`config.mk`:
```
export PLATFORM = sky130hd
export DESIGN_NAME = infix_to_postfix_converter
export DESIGN_NICKNAME = d
export VERILOG_FILES = /design/src/rtl/i2p_pkg.sv /design/src/rtl/i2p_front.sv /design/src/rtl/i2p_queue.sv /design/src/rtl/i2p_back.sv /design/src/rtl/infix_to_postfix_converter.sv
export SDC_FILE = /design/constraint.sdc
export NUM_CORES = 1
export LEC_CHECK = 0
export BUFFER_PORTS_ARGS = -buffer_cell sky130_fd_sc_hd__buf_2
export CAP_MARGIN = 40
export CORE_ASPECT_RATIO = 0.6
export CORE_MARGIN = 1
export CORE_UTILIZATION = 62
export DETAILED_ROUTE_END_ITERATION = 6
export PLACE_DENSITY = 0.78
export SYNTH_ARGS = -nofsm -noshare
export SYNTH_HDL_FRONTEND = slang
export SYNTH_SLANG_ARGS = --single-unit
```
`constraint.sdc`:
```
create_clock -name clk -period 6 [get_ports clk]
set_input_delay 0.6 -clock clk [delete_from_list [all_inputs] [get_ports clk]]
set_output_delay 0.6 -clock clk [all_outputs]
set_load 0.02 [all_outputs]
```
`src/rtl/i2p_pkg.sv`:
```
// Shared types, character codes and classification functions for the infix to postfix converter.
`default_nettype none

package i2p_pkg;

	// Command kinds passed from the front end to the stack engine.
	localparam logic [2:0] KIND_OPERAND = 3'd0;
	localparam logic [2:0] KIND_OPEN    = 3'd1;
	localparam logic [2:0] KIND_CLOSE   = 3'd2;
	localparam logic [2:0] KIND_OPER    = 3'd3;
	localparam logic [2:0] KIND_END     = 3'd4;

	localparam logic [7:0] CH_PLUS  = 8'h2B;
	localparam logic [7:0] CH_MINUS = 8'h2D;
	localparam logic [7:0] CH_STAR  = 8'h2A;
	localparam logic [7:0] CH_SLASH = 8'h2F;
	localparam logic [7:0] CH_OPEN  = 8'h28;
	localparam logic [7:0] CH_CLOSE = 8'h29;

	localparam logic [7:0] CH_0 = 8'h30;
	localparam logic [7:0] CH_9 = 8'h39;
	localparam logic [7:0] CH_A = 8'h41;
	localparam logic [7:0] CH_Z = 8'h5A;
	localparam logic [7:0] CH_LA = 8'h61;
	localparam logic [7:0] CH_LZ = 8'h7A;

	localparam int QUEUE_DEPTH = 4;
	localparam int QAW = $clog2(QUEUE_DEPTH);
	localparam int QCW = $clog2(QUEUE_DEPTH + 1);

	typedef struct packed {
		logic [2:0] kind;
		logic [1:0] prec;
		logic [7:0] ch;
	} cmd_t;

	function automatic logic [1:0] prec_of(input logic [7:0] c);
		logic [1:0] p;
		if (c == CH_PLUS || c == CH_MINUS) begin
			p = 2'd1;
		end else if (c == CH_STAR || c == CH_SLASH) begin
			p = 2'd2;
		end else begin
			p = 2'd0;
		end
		return p;
	endfunction

	function automatic logic is_alnum(input logic [7:0] c);
		return (c >= CH_0 && c <= CH_9) || (c >= CH_A && c <= CH_Z) ||
			(c >= CH_LA && c <= CH_LZ);
	endfunction

endpackage

`default_nettype wire

```
`src/rtl/i2p_front.sv`:
```
// Front end: accepts input items and classifies each character into a stack command.
`default_nettype none

module i2p_front (
	input  wire logic          s_tvalid,
	output logic               s_tready,
	input  wire logic [7:0]    s_tdata,   // [7:0] char_in
	input  wire logic          s_tlast,   // end_expr
	input  wire logic          q_full,
	output logic               q_wr,
	output i2p_pkg::cmd_t      q_wdata
);
	import i2p_pkg::*;

	assign s_tready = !q_full;
	assign q_wr     = s_tvalid && !q_full;

	always_comb begin
		q_wdata.ch   = s_tdata;
		q_wdata.prec = prec_of(s_tdata);
		if (s_tlast) begin
			q_wdata.kind = KIND_END;
		end else if (is_alnum(s_tdata)) begin
			q_wdata.kind = KIND_OPERAND;
		end else if (s_tdata == CH_OPEN) begin
			q_wdata.kind = KIND_OPEN;
		end else if (s_tdata == CH_CLOSE) begin
			q_wdata.kind = KIND_CLOSE;
		end else begin
			q_wdata.kind = KIND_OPER;
		end
	end

endmodule

`default_nettype wire

```
`src/rtl/i2p_queue.sv`:
```
// Short command queue between the front end and the stack engine.
`default_nettype none

module i2p_queue (
	input  wire logic          clk,
	input  wire logic          arst_n,
	input  wire logic          wr_en,
	input  wire i2p_pkg::cmd_t wr_data,
	output logic               full,
	input  wire logic          rd_en,
	output i2p_pkg::cmd_t      rd_data,
	output logic               empty
);
	import i2p_pkg::*;

	cmd_t           entry_q [QUEUE_DEPTH];
	logic [QAW-1:0] wr_ptr_q;
	logic [QAW-1:0] rd_ptr_q;
	logic [QCW-1:0] count_q;
	logic           do_wr;
	logic           do_rd;

	assign full    = count_q == QCW'(QUEUE_DEPTH);
	assign empty   = count_q == '0;
	assign do_wr   = wr_en && !full;
	assign do_rd   = rd_en && !empty;
	assign rd_data = entry_q[rd_ptr_q];

	always_ff @(posedge clk) begin
		if (do_wr) begin
			entry_q[wr_ptr_q] <= wr_data;
		end
	end

	always_ff @(posedge clk or negedge arst_n) begin
		if (!arst_n) begin
			wr_ptr_q <= '0;
			rd_ptr_q <= '0;
			count_q  <= '0;
		end else begin
			if (do_wr) begin
				wr_ptr_q <= wr_ptr_q + QAW'(1);
			end
			if (do_rd) begin
				rd_ptr_q <= rd_ptr_q + QAW'(1);
			end
			if (do_wr && !do_rd) begin
				count_q <= count_q + QCW'(1);
			end else if (do_rd && !do_wr) begin
				count_q <= count_q - QCW'(1);
			end
		end
	end

	a_count_bound: assert property (@(posedge clk) disable iff (!arst_n)
		count_q <= QCW'(QUEUE_DEPTH))
		else $error("command queue count beyond its depth");

	a_count_grows: assert property (@(posedge clk) disable iff (!arst_n)
		(do_wr && !do_rd) |=> (count_q == $past(count_q) + QCW'(1)))
		else $error("command queue lost a write");

endmodule

`default_nettype wire

```
`src/rtl/i2p_back.sv`:
```
// Stack engine: runs commands against the operator stack and drives the output register.
`default_nettype none

module i2p_back #(
	parameter int STACK_DEPTH = 32
) (
	input  wire logic          clk,
	input  wire logic          arst_n,
	input  wire logic          head_valid,
	input  wire i2p_pkg::cmd_t head,
	output logic               deq,
	output logic               m_tvalid,
	input  wire logic          m_tready,
	output logic [7:0]         m_tdata,   // [7:0] char_out
	output logic               m_tuser,   // has_char
	output logic               m_tlast    // last_out
);
	import i2p_pkg::*;

	localparam int CW = $clog2(STACK_DEPTH + 1);
	localparam int AW = $clog2(STACK_DEPTH);

	logic [7:0]    stack_mem [STACK_DEPTH];
	logic [CW-1:0] cnt_q;
	logic [CW-1:0] cnt_d;
	logic [CW-1:0] rd_addr;
	logic [7:0]    top_q;     // mirrors the entry at cnt_q - 1
	logic [7:0]    below_q;   // mirrors the entry at cnt_q - 2

	logic          m_tvalid_q;
	logic [7:0]    m_tdata_q;
	logic          m_tuser_q;
	logic          m_tlast_q;

	logic          can_emit;
	logic          has_top;
	logic          one_left;
	logic [1:0]    top_prec;
	logic [1:0]    below_prec;
	logic          do_pop;
	logic          do_push;
	logic          push_ok;
	logic          emit;
	logic [7:0]    emit_ch;
	logic          emit_has;
	logic          emit_last;

	assign can_emit   = !m_tvalid_q || m_tready;
	assign has_top    = cnt_q != '0;
	assign one_left   = cnt_q == CW'(1);
	assign top_prec   = prec_of(top_q);
	assign below_prec = prec_of(below_q);

	always_comb begin
		deq       = 1'b0;
		do_pop    = 1'b0;
		do_push   = 1'b0;
		emit      = 1'b0;
		emit_ch   = top_q;
		emit_has  = 1'b1;
		emit_last = 1'b0;
		if (head_valid) begin
			case (head.kind)
				KIND_OPERAND: begin
					if (can_emit) begin
						emit      = 1'b1;
						emit_ch   = head.ch;
						emit_last = 1'b1;
						deq       = 1'b1;
					end
				end
				KIND_OPEN: begin
					do_push = 1'b1;
					deq     = 1'b1;
				end
				KIND_CLOSE: begin
					if (!has_top) begin
						deq = 1'b1;
					end else if (top_q != CH_OPEN) begin
						if (can_emit) begin
							emit      = 1'b1;
							do_pop    = 1'b1;
							emit_last = one_left || below_q == CH_OPEN;
						end
					end else begin
						// The matching open parenthesis is dropped without output.
						do_pop = 1'b1;
						deq    = 1'b1;
					end
				end
				KIND_OPER: begin
					if (has_top && top_prec >= head.prec) begin
						if (can_emit) begin
							emit      = 1'b1;
							do_pop    = 1'b1;
							emit_last = one_left || below_prec < head.prec;
						end
					end else begin
						do_push = 1'b1;
						deq     = 1'b1;
					end
				end
				KIND_END: begin
					if (can_emit) begin
						emit = 1'b1;
						if (has_top) begin
							do_pop = 1'b1;
						end else begin
							emit_ch   = '0;
							emit_has  = 1'b0;
							emit_last = 1'b1;
							deq       = 1'b1;
						end
					end
				end
				default: begin
					deq = 1'b1;
				end
			endcase
		end
	end

	// A push onto a full stack is dropped.
	assign push_ok = do_push && cnt_q < CW'(STACK_DEPTH);

	always_comb begin
		if (push_ok) begin
			cnt_d = cnt_q + CW'(1);
		end else if (do_pop) begin
			cnt_d = cnt_q - CW'(1);
		end else begin
			cnt_d = cnt_q;
		end
	end

	assign rd_addr = cnt_d - CW'(2);

	// The second entry from the top is read ahead whenever two or more entries remain so that pops run back to back.
	always_ff @(posedge clk) begin
		if (push_ok) begin
			stack_mem[cnt_q[AW-1:0]] <= head.ch;
		end
		if (cnt_d >= CW'(2)) begin
			below_q <= stack_mem[rd_addr[AW-1:0]];
		end
		if (push_ok) begin
			top_q <= head.ch;
		end else if (do_pop) begin
			top_q <= below_q;
		end
		if (emit) begin
			m_tdata_q <= emit_ch;
			m_tuser_q <= emit_has;
			m_tlast_q <= emit_last;
		end
	end

	always_ff @(posedge clk or negedge arst_n) begin
		if (!arst_n) begin
			cnt_q      <= '0;
			m_tvalid_q <= 1'b0;
		end else begin
			cnt_q <= cnt_d;
			if (emit) begin
				m_tvalid_q <= 1'b1;
			end else if (m_tready) begin
				m_tvalid_q <= 1'b0;
			end
		end
	end

	assign m_tvalid = m_tvalid_q;
	assign m_tdata  = m_tdata_q;
	assign m_tuser  = m_tuser_q;
	assign m_tlast  = m_tlast_q;

	a_cnt_bound: assert property (@(posedge clk) disable iff (!arst_n)
		cnt_q <= CW'(STACK_DEPTH))
		else $error("stack count beyond the stack depth");

	a_term_empty: assert property (@(posedge clk) disable iff (!arst_n)
		(emit && !emit_has) |=> (cnt_q == '0 && m_tvalid && m_tlast))
		else $error("terminator sent with a nonempty stack");

	a_operand_stall: assert property (@(posedge clk) disable iff (!arst_n)
		(head_valid && head.kind == KIND_OPERAND && !deq) |-> (m_tvalid_q && !m_tready))
		else $error("operand held without output backpressure");

endmodule

`default_nettype wire

```
`src/rtl/infix_to_postfix_converter.sv`:
```
// An accepted item is queued first; its first result then goes to the output register.
// Each popped char is a result of its own, sent before the popping command is dequeued.
// A four-entry command queue lets the input run ahead while the stack engine drains pops.
// The stack engine emits at most one result per cycle through a single output register.
// Reset clears the queue pointers, the stack count and the output valid; stack contents stay.
`default_nettype none

module infix_to_postfix_converter #(
	parameter int STACK_DEPTH = 32
) (
	input  wire logic       clk,
	input  wire logic       arst_n,
	input  wire logic       s_tvalid,
	output logic            s_tready,
	input  wire logic [7:0] s_tdata,   // [7:0] char_in
	input  wire logic       s_tlast,   // end_expr
	output logic            m_tvalid,
	input  wire logic       m_tready,
	output logic [7:0]      m_tdata,   // [7:0] char_out
	output logic            m_tuser,   // has_char
	output logic            m_tlast    // last_out
);
	import i2p_pkg::*;

	logic q_wr;
	logic q_full;
	logic q_empty;
	logic deq;
	cmd_t q_wdata;
	cmd_t head;

	i2p_front u_front (
		.s_tvalid (s_tvalid),
		.s_tready (s_tready),
		.s_tdata  (s_tdata),
		.s_tlast  (s_tlast),
		.q_full   (q_full),
		.q_wr     (q_wr),
		.q_wdata  (q_wdata)
	);

	i2p_queue u_queue (
		.clk     (clk),
		.arst_n  (arst_n),
		.wr_en   (q_wr),
		.wr_data (q_wdata),
		.full    (q_full),
		.rd_en   (deq),
		.rd_data (head),
		.empty   (q_empty)
	);

	i2p_back #(
		.STACK_DEPTH (STACK_DEPTH)
	) u_back (
		.clk        (clk),
		.arst_n     (arst_n),
		.head_valid (!q_empty),
		.head       (head),
		.deq        (deq),
		.m_tvalid   (m_tvalid),
		.m_tready   (m_tready),
		.m_tdata    (m_tdata),
		.m_tuser    (m_tuser),
		.m_tlast    (m_tlast)
	);

endmodule

`default_nettype wire
```
* Word-level counts from Yosys, hierarchy flattened
Memory sizes are Yosys's and may differ from the RTL's. A register that Yosys moved wholly into a read port is not among the register bits. Cells that the tools add are included.
Storage, ports and cells: input bits 13, output and inout bits 12, latch bits 0, bits in writable memories 308, word-level logic and storage cells 140, bits in registers 32, memory bits (read-only) 0, memories kept 2
Memory list:
- u_back.stack_mem | depth 32, width 8, rd ports 1, clocked after memory_dff 1, wr ports 1, RTL line i2p_back.sv:23 | logic [7:0] stack_mem [STACK_DEPTH];
- u_queue.entry_q | depth 4, width 13, rd ports 1, clocked after memory_dff 0, wr ports 1, RTL line i2p_queue.sv:16 | cmd_t entry_q [QUEUE_DEPTH];
Cells by class: shifts and indexed selects 0, bitwise logic cells 2, mux-type cells 54, multipliers 0, equal/unequal tests 22, reductions and logical operators 34, $lt $le $gt $ge 10, add/sub/neg operators 7, div/mod/pow operators 0
Operators by type and width (number):
- $eq 8x6->1 const B | 15
- $mux 8 | 6
- $mux 1 | 29
- $ge 8x7->1 const B | 2
- $le 8x7->1 const B | 2
- $pmux 8 s2 | 1
- $mux 3 | 5
- $mux 2 | 6
- $mux 6 | 2
- $logic_or 1x1->1 | 11
- $logic_and 1x1->1 | 10
- $ge 8x6->1 const B | 1
- $le 8x6->1 const B | 1
- $ne 8x6->1 const B | 1
- $pmux 1 s4 | 2
- $add 6x1->6 const B | 1
- $eq 3x2->1 const B | 2
- $eq 3x3->1 const B | 2
- $eq 6x1->1 const B | 1
- $ge 6x2->1 const B | 1
- $logic_not 3->1 | 2
- $lt 6x6->1 const B | 1
- $pmux 1 s3 | 2
- $reduce_bool 2->1 | 3
- other kinds (14) | 20

* Depth between registers and ports, before layout
depth after elaboration 13, gate-level depth with buffers 18, gate-level depth less buffers 16

* Modules after synthesis
A second synthesis with hierarchy kept.
Second synthesis, totals: cell total of the unflattened synthesis 1018, area total of the unflattened synthesis 14905.5 um^2
Modules (own cells, without submodules):
- i2p_back | times used 1, area an instance 12366.9 um^2, sequential area each 8643.3 um^2, cells an instance 883
- i2p_queue | times used 1, area an instance 2311.0 um^2, sequential area each 1736.7 um^2, cells an instance 104
- i2p_front | times used 1, area an instance 224.0 um^2, sequential area each 0.0 um^2, cells an instance 30
- infix_to_postfix_converter | times used 1, area an instance 3.8 um^2, sequential area each 0.0 um^2, cells an instance 1

* Worst setup path after synthesis
OpenSTA, ideal clock, no wires.
kind flip-flop to flip-flop, from reg u_queue.rd_ptr_q[0], to reg u_back.below_q[1] (read register of u_back.stack_mem) (data pin), setup time 0.263 ns, arrival 4.262 ns, period minus slack after synthesis 4.525 ns, data required time 5.737 ns, buffers on the path 4, stages on the path, launching flop included 19, setup slack 1.475 ns, cell sequence dfrtp_1 buf_6 buf_1 mux4_2 inv_1 ha_1 a21oi_1 o21a_1 nand2_1 o31ai_1 xor2_1 inv_1 ha_1 and2_1 clkbuf_1 clkbuf_1 a22oi_1 a211oi_1 nor4_1
Between the ends: longest elaborated chain between the ends 9, elaborated cells between the ends (all ways) 18, classes of those cells 1 x add/sub; 2 x order compare; 4 x eq/ne; 8 x mux; 2 x reduce/logical; 1 x memory
RTL lines:
- from (decl) | RTL line i2p_queue.sv:18 | logic [QAW-1:0] rd_ptr_q;
- from (signal assigned) | RTL line i2p_queue.sv:45 | rd_ptr_q <= rd_ptr_q + QAW'(1);
- $mem_v2 4x13 *
- $ge 2x2->1 | RTL line i2p_back.sv:92 | if (has_top && top_prec >= head.prec) begin
- $logic_and 1x1->1 | RTL line i2p_back.sv:92
- $mux 1 | RTL line i2p_back.sv:92
- $pmux 1 s3 / $pmux 1 s2 (equally long branches) | RTL line i2p_back.sv:63 | case (head.kind)
- $mux 1 | RTL line i2p_back.sv:62 | if (head_valid) begin
- $mux 6 / $logic_and 1x1->1 (equally long branches) | RTL line i2p_back.sv:129, i2p_back.sv:124
- $mux 6 * | RTL line i2p_back.sv:127 | if (push_ok) begin
- net u_back.cnt_d[2] | RTL line i2p_back.sv:25 | logic [CW-1:0] cnt_d;
- $sub 5x2->5 / $ge 6x2->1 (equally long branches) | RTL line i2p_back.sv:136, i2p_back.sv:143
- to (decl) | RTL line i2p_back.sv:28 | logic [7:0] below_q;
The timed path passes the listed nets; every way through them passes the cells marked *. A chain may end at the register's enable or synchronous reset.

* Final worst setup path
from reg u_back.top_q[4], to reg u_back.below_q[7] (read register of u_back.stack_mem) (data pin)
Between the ends: longest elaborated chain between the ends 12, elaborated cells between the ends (all ways) 24, classes of those cells 1 x add/sub; 2 x order compare; 5 x eq/ne; 12 x mux; 4 x reduce/logical
RTL lines:
- from (decl) | RTL line i2p_back.sv:27 | logic [7:0] top_q;
- from (signal assigned) | RTL line i2p_back.sv:147 | top_q <= head.ch;
- from (signal assigned) | RTL line i2p_back.sv:149 | top_q <= below_q;
- $eq 8x6->1 | RTL line i2p_pkg.sv:41 | end else if (c == CH_STAR || c == CH_SLASH) begin
- $logic_or 1x1->1 | RTL line i2p_pkg.sv:41
- $mux 2 | RTL line i2p_pkg.sv:41
- $mux 2 | RTL line i2p_pkg.sv:39 | if (c == CH_PLUS || c == CH_MINUS) begin
- $ge 2x2->1 | RTL line i2p_back.sv:92
- $logic_and 1x1->1 | RTL line i2p_back.sv:92
- $mux 1 | RTL line i2p_back.sv:92
- $pmux 1 s3 / $pmux 1 s2 (equally long branches) | RTL line i2p_back.sv:63
- $mux 1 | RTL line i2p_back.sv:62
- $mux 6 / $logic_and 1x1->1 (equally long branches) | RTL line i2p_back.sv:129, i2p_back.sv:124
- $mux 6 * | RTL line i2p_back.sv:127
- net u_back.cnt_d[2] | RTL line i2p_back.sv:25
- $sub 5x2->5 / $ge 6x2->1 (equally long branches) | RTL line i2p_back.sv:136, i2p_back.sv:143
Marked as above.

==> results.md <==
- The horizontal extent of the die is 199 um.
- The post-synth design cell area is 14,400 um2.
- The placed cell count is 1,178.
- The highest clock frequency the design can meet is 180 MHz.
- The number of global-route vias before repair is 7,785.
- At the worst endpoint, the arrival time is 5.87 ns.
- The nature of the critical path startpoint is a flop.
- The worst setup path is captured at a flop.
- The filler-free cell count of the finished design is 1,236.
- Setup violations remaining at the end of the flow were counted as 0.
- The final number of max-transition violations is 0.
- The register bit total from synthesis is 348.
- The post-route worst setup slack is 0.437 ns.
- The run finished, with violations left.
- The number of I/O pins is 25.
- The synthesis-to-finish area growth is 9.71%.
- At the placement stage, the worst setup path has a slack of 0.429 ns.
- Of the cells placed in the final design, the portion with a size suffix greater than 1 is 12.4%.
- The startpoint of the most critical setup path is u_back.top_q[4].
- The congestion estimate from routability-driven global placement came to 0.956.
- The clock reaches the later pin of the worst-skew pair after 0.57 ns.
- The die is 120 um tall.
- The required time of the critical path is 6.31 ns.
- In the final layout, flip-flops and latches occupy 10,400 um2.
- The final reports fail on design-rule violations.
- TritonCTS built the clock tree.
- Of the available clock period, the critical path in the final layout requires 92.7%.
- The die covers 23,800 um2.
- The post-synthesis sequential area ratio is 72.2%.
- The global routing usage summed across all routing layers is 27.4%.
- The initial antenna violation count is 0.
- Setup repair after global routing left no endpoint under its margin.
- The cell count of the worst reg-to-reg path is 16.
- The type of the worst min-delay path is input port to flop.
- The capture point of the worst reg-to-reg path is u_back.below_q[7].
- Across the run, the number of max-cap violations was 0.
- The cell chosen for the clock root is clkbuf_16.
- The repair_antennas step left the layout with diodes totalling 0.
- The normalized max-slew margin is 38.7%.
- The first global-routing pass estimated 47.4 mm of wire.
- The number of routed nets with antenna violations is 0.
- The DRC marker count from the first detailed-route iteration is 1,165.
- Once the floorplan was initialized, standard cells occupied 64.2% of the core.
- Summed over all layers, the global routing overflow is 0.
- The number of levels in the clock H-tree is 1.
- Before antenna repair, the detailed router went through 7 iterations.
- The final HPWL from detailed placement is 20.6 mm.
- For the pin with the worst max-slew slack, the measured transition is 0.916 ns.
- The count of warnings emitted by yosys is 0.
- The post-synthesis async set-or-reset flop share is 4.02%.
- The pin count of the biggest net entering global routing is 74.
- The startpoint of the worst register-to-register path is u_back.top_q[4].
- The mean cell area of the mapped netlist is 16.4 um2.
- The remaining routing DRC violations is 1.
- The post-synthesis net count is 903.
- After routing, the total negative slack on setup checks comes to 0 ns.
- The most used flip-flop cell after synthesis is edfxtp_1.
- The cell count after synthesis came out at 876.
- In this run, CTS created clock tree buffers numbering 30.
- The final count of hold timing violations is 0.
- The routed layout has 8,149 vias.
- The post-synthesis cell type count is 53.
- The footprint of the multi-input gates is 3750 um2.
- The number of filler instances in the final layout is 1,409.
- Across the routed clock network, the largest skew measured is 0.0133 ns.
- The clock passes through at most 3 buffers.
- The number of sinks driven by the clock tree is 348.
- After detailed routing, the total wire length is 31.4 mm.
- Of all nets on the critical path, the largest fanout is 17.
- The total of buffers placed on input and output ports is 24.
- The classification of the worst setup path is flop to flop.
- Clock-pin slew was measured on the worst setup and hold paths at 0.07 ns.
- The number of vias per cell after detailed routing is 6.59.
- The endpoint of the most critical setup path is u_back.below_q[7].
- The most frequent standard cell in the layout excluding fill and tap cells is edfxtp_1.
- The total number of placement rows is 42.
- Counting I/O delays and the setup requirement, the final critical path takes 5.56 ns.
- The total area inside the core boundary comes to 22,400 um2.
- Counting flops with a built-in enable in the synthesized netlist gives 334.
- The library cells used most frequently in the layout, excluding fill and tap cells, are 334 x edfxtp_1, 128 x mux2i_1, 64 x a22oi_1.
- The net count of the finished layout is 931.
- After detailed routing, the average wire length per cell comes to 25.4 um.
- The setup slack on the worst flop-to-flop path is 0.44 ns.
==> cells in the mapped netlist (4+ instances only) <==
cell      instances  area, um2
o21ai_0           9       45.0
mux4_2           13        293
a22oi_1          64        480
nor3_1            5       25.0
o21a_1            4       30.0
mux2i_1         128       1280
o21ai_1           5       25.0
a21oi_1           8       40.0
nand2_1          45        169
or3_1             4       25.0
nor2_1           54        203
nor4_1           10       62.6
and3_1            5       31.3
xnor2_1           9       78.8
buf_2            19       95.1
xor2_1            8       70.1
a211oi_1         32        240
a22o_1            8       70.1
nand3_1           6       30.0
nand2b_1          4       25.0
edfxtp_1        334      10000
clkbuf_1         20       75.1
dfrtp_1          14        350
ha_1             13        163
inv_1            12       45.0
==> per-stage QoR <==
stage | cell area, um2 | utilization, % | hold WS, ns
final | 15800 | 70.4 | 0.267
after global routing | 15800 | 70.4 | 0.271
after CTS | 15800 | 70.4 | 0.254
after detailed placement | 14800 | 66.1 | 0.481
after global placement | 14800 | 66.1 | 0.478
after floorplan | 14400 | - | 0.304
==> critical path: stages, from the launching register on <==
cell and delay, ns:
edfxtp_1 0.40, nor4_1 0.58, nand3_1 0.18, ha_1 0.31, nand2b_1 0.15, a21oi_1 0.38
o21a_1 0.50, nand2_1 0.37, o31ai_1 0.19, xor2_1 0.38, inv_1 0.09, ha_1 0.37
nor2_4 0.44, buf_4 0.34, a22oi_1 0.15, a211oi_1 0.38, nor4_1 0.11
==> sequential cells by signal, summed over array words and instances, names as in the netlist <==
| register | count |
|---|---|
| u_back.m_tuser | 1 |
| u_queue.wr_ptr_q | 2 |
| u_back.cnt_q | 6 |
| u_back.stack_mem | 256 |
| u_back.m_tlast | 1 |
| u_queue.rd_ptr_q | 2 |
| u_back.below_q | 8 |
| u_back.top_q | 8 |
| u_back.m_tvalid | 1 |
| u_back.m_tdata | 8 |
| u_queue.count_q | 3 |
| u_queue.entry_q | 52 |
==> logic make-up (layout without fill, tap and decap cells) <==
kind of cell,Yosys count,count (layout),synth area share [%]
compound gates,140,140,7.14
xor+xnor,20,20,1.38
fa+ha+maj,14,14,1.27
buf+inv,56,108,1.78
flops,348,348,72.2
mux,142,142,11.0
simple gates,156,156,5.18
==> area by class of cell <==
type	count	share of cell area, %
Multi-Input combinational cell	472	23.8
Clock buffer	35	4.88
Tap cell	308	2.44
Clock inverter	21	1.07
Sequential cell	348	65.8
Timing Repair Buffer	39	1.65
Inverter	13	0.309
==> layer usage <==
layer	vias to the layer above	global-route usage, %	routed length (um)
li1	3506	-	-
met1	4026	45.5	14000
met2	567	36.3	12900
met3	50	7.20	4030
met4	0	5.29	472
met5	-	0	0
==> how the worst min path moves through the flow <==
stage                        endpoint  depth (start not counted)               start  slack [ns]
2_1_floorplan         u_back.cnt_q[0]                          0              arst_n        0.30
3_3_place_gp       u_queue.count_q[2]                          1  u_queue.count_q[2]        0.48
3_5_place_dp       u_queue.count_q[2]                          1  u_queue.count_q[2]        0.48
4_1_cts        u_queue.entry_q[1][12]                          1             s_tlast        0.25
5_1_grt        u_queue.entry_q[0][12]                          1             s_tlast        0.27
6_report       u_queue.entry_q[0][12]                          1             s_tlast        0.27
==> what timing repair did <==
action | in CTS | in global routing
resized for setup | 0 | 2
setup buffers | 0 | 0
hold buffers | 1 | 0
endpoints found under the hold margin | 14 | 0
endpoints found under the setup margin | 0 | 8
Power is left out: the tool's default activity adds up to more than one toggle a clock period on the data nets, which glitch-free logic cannot reach.
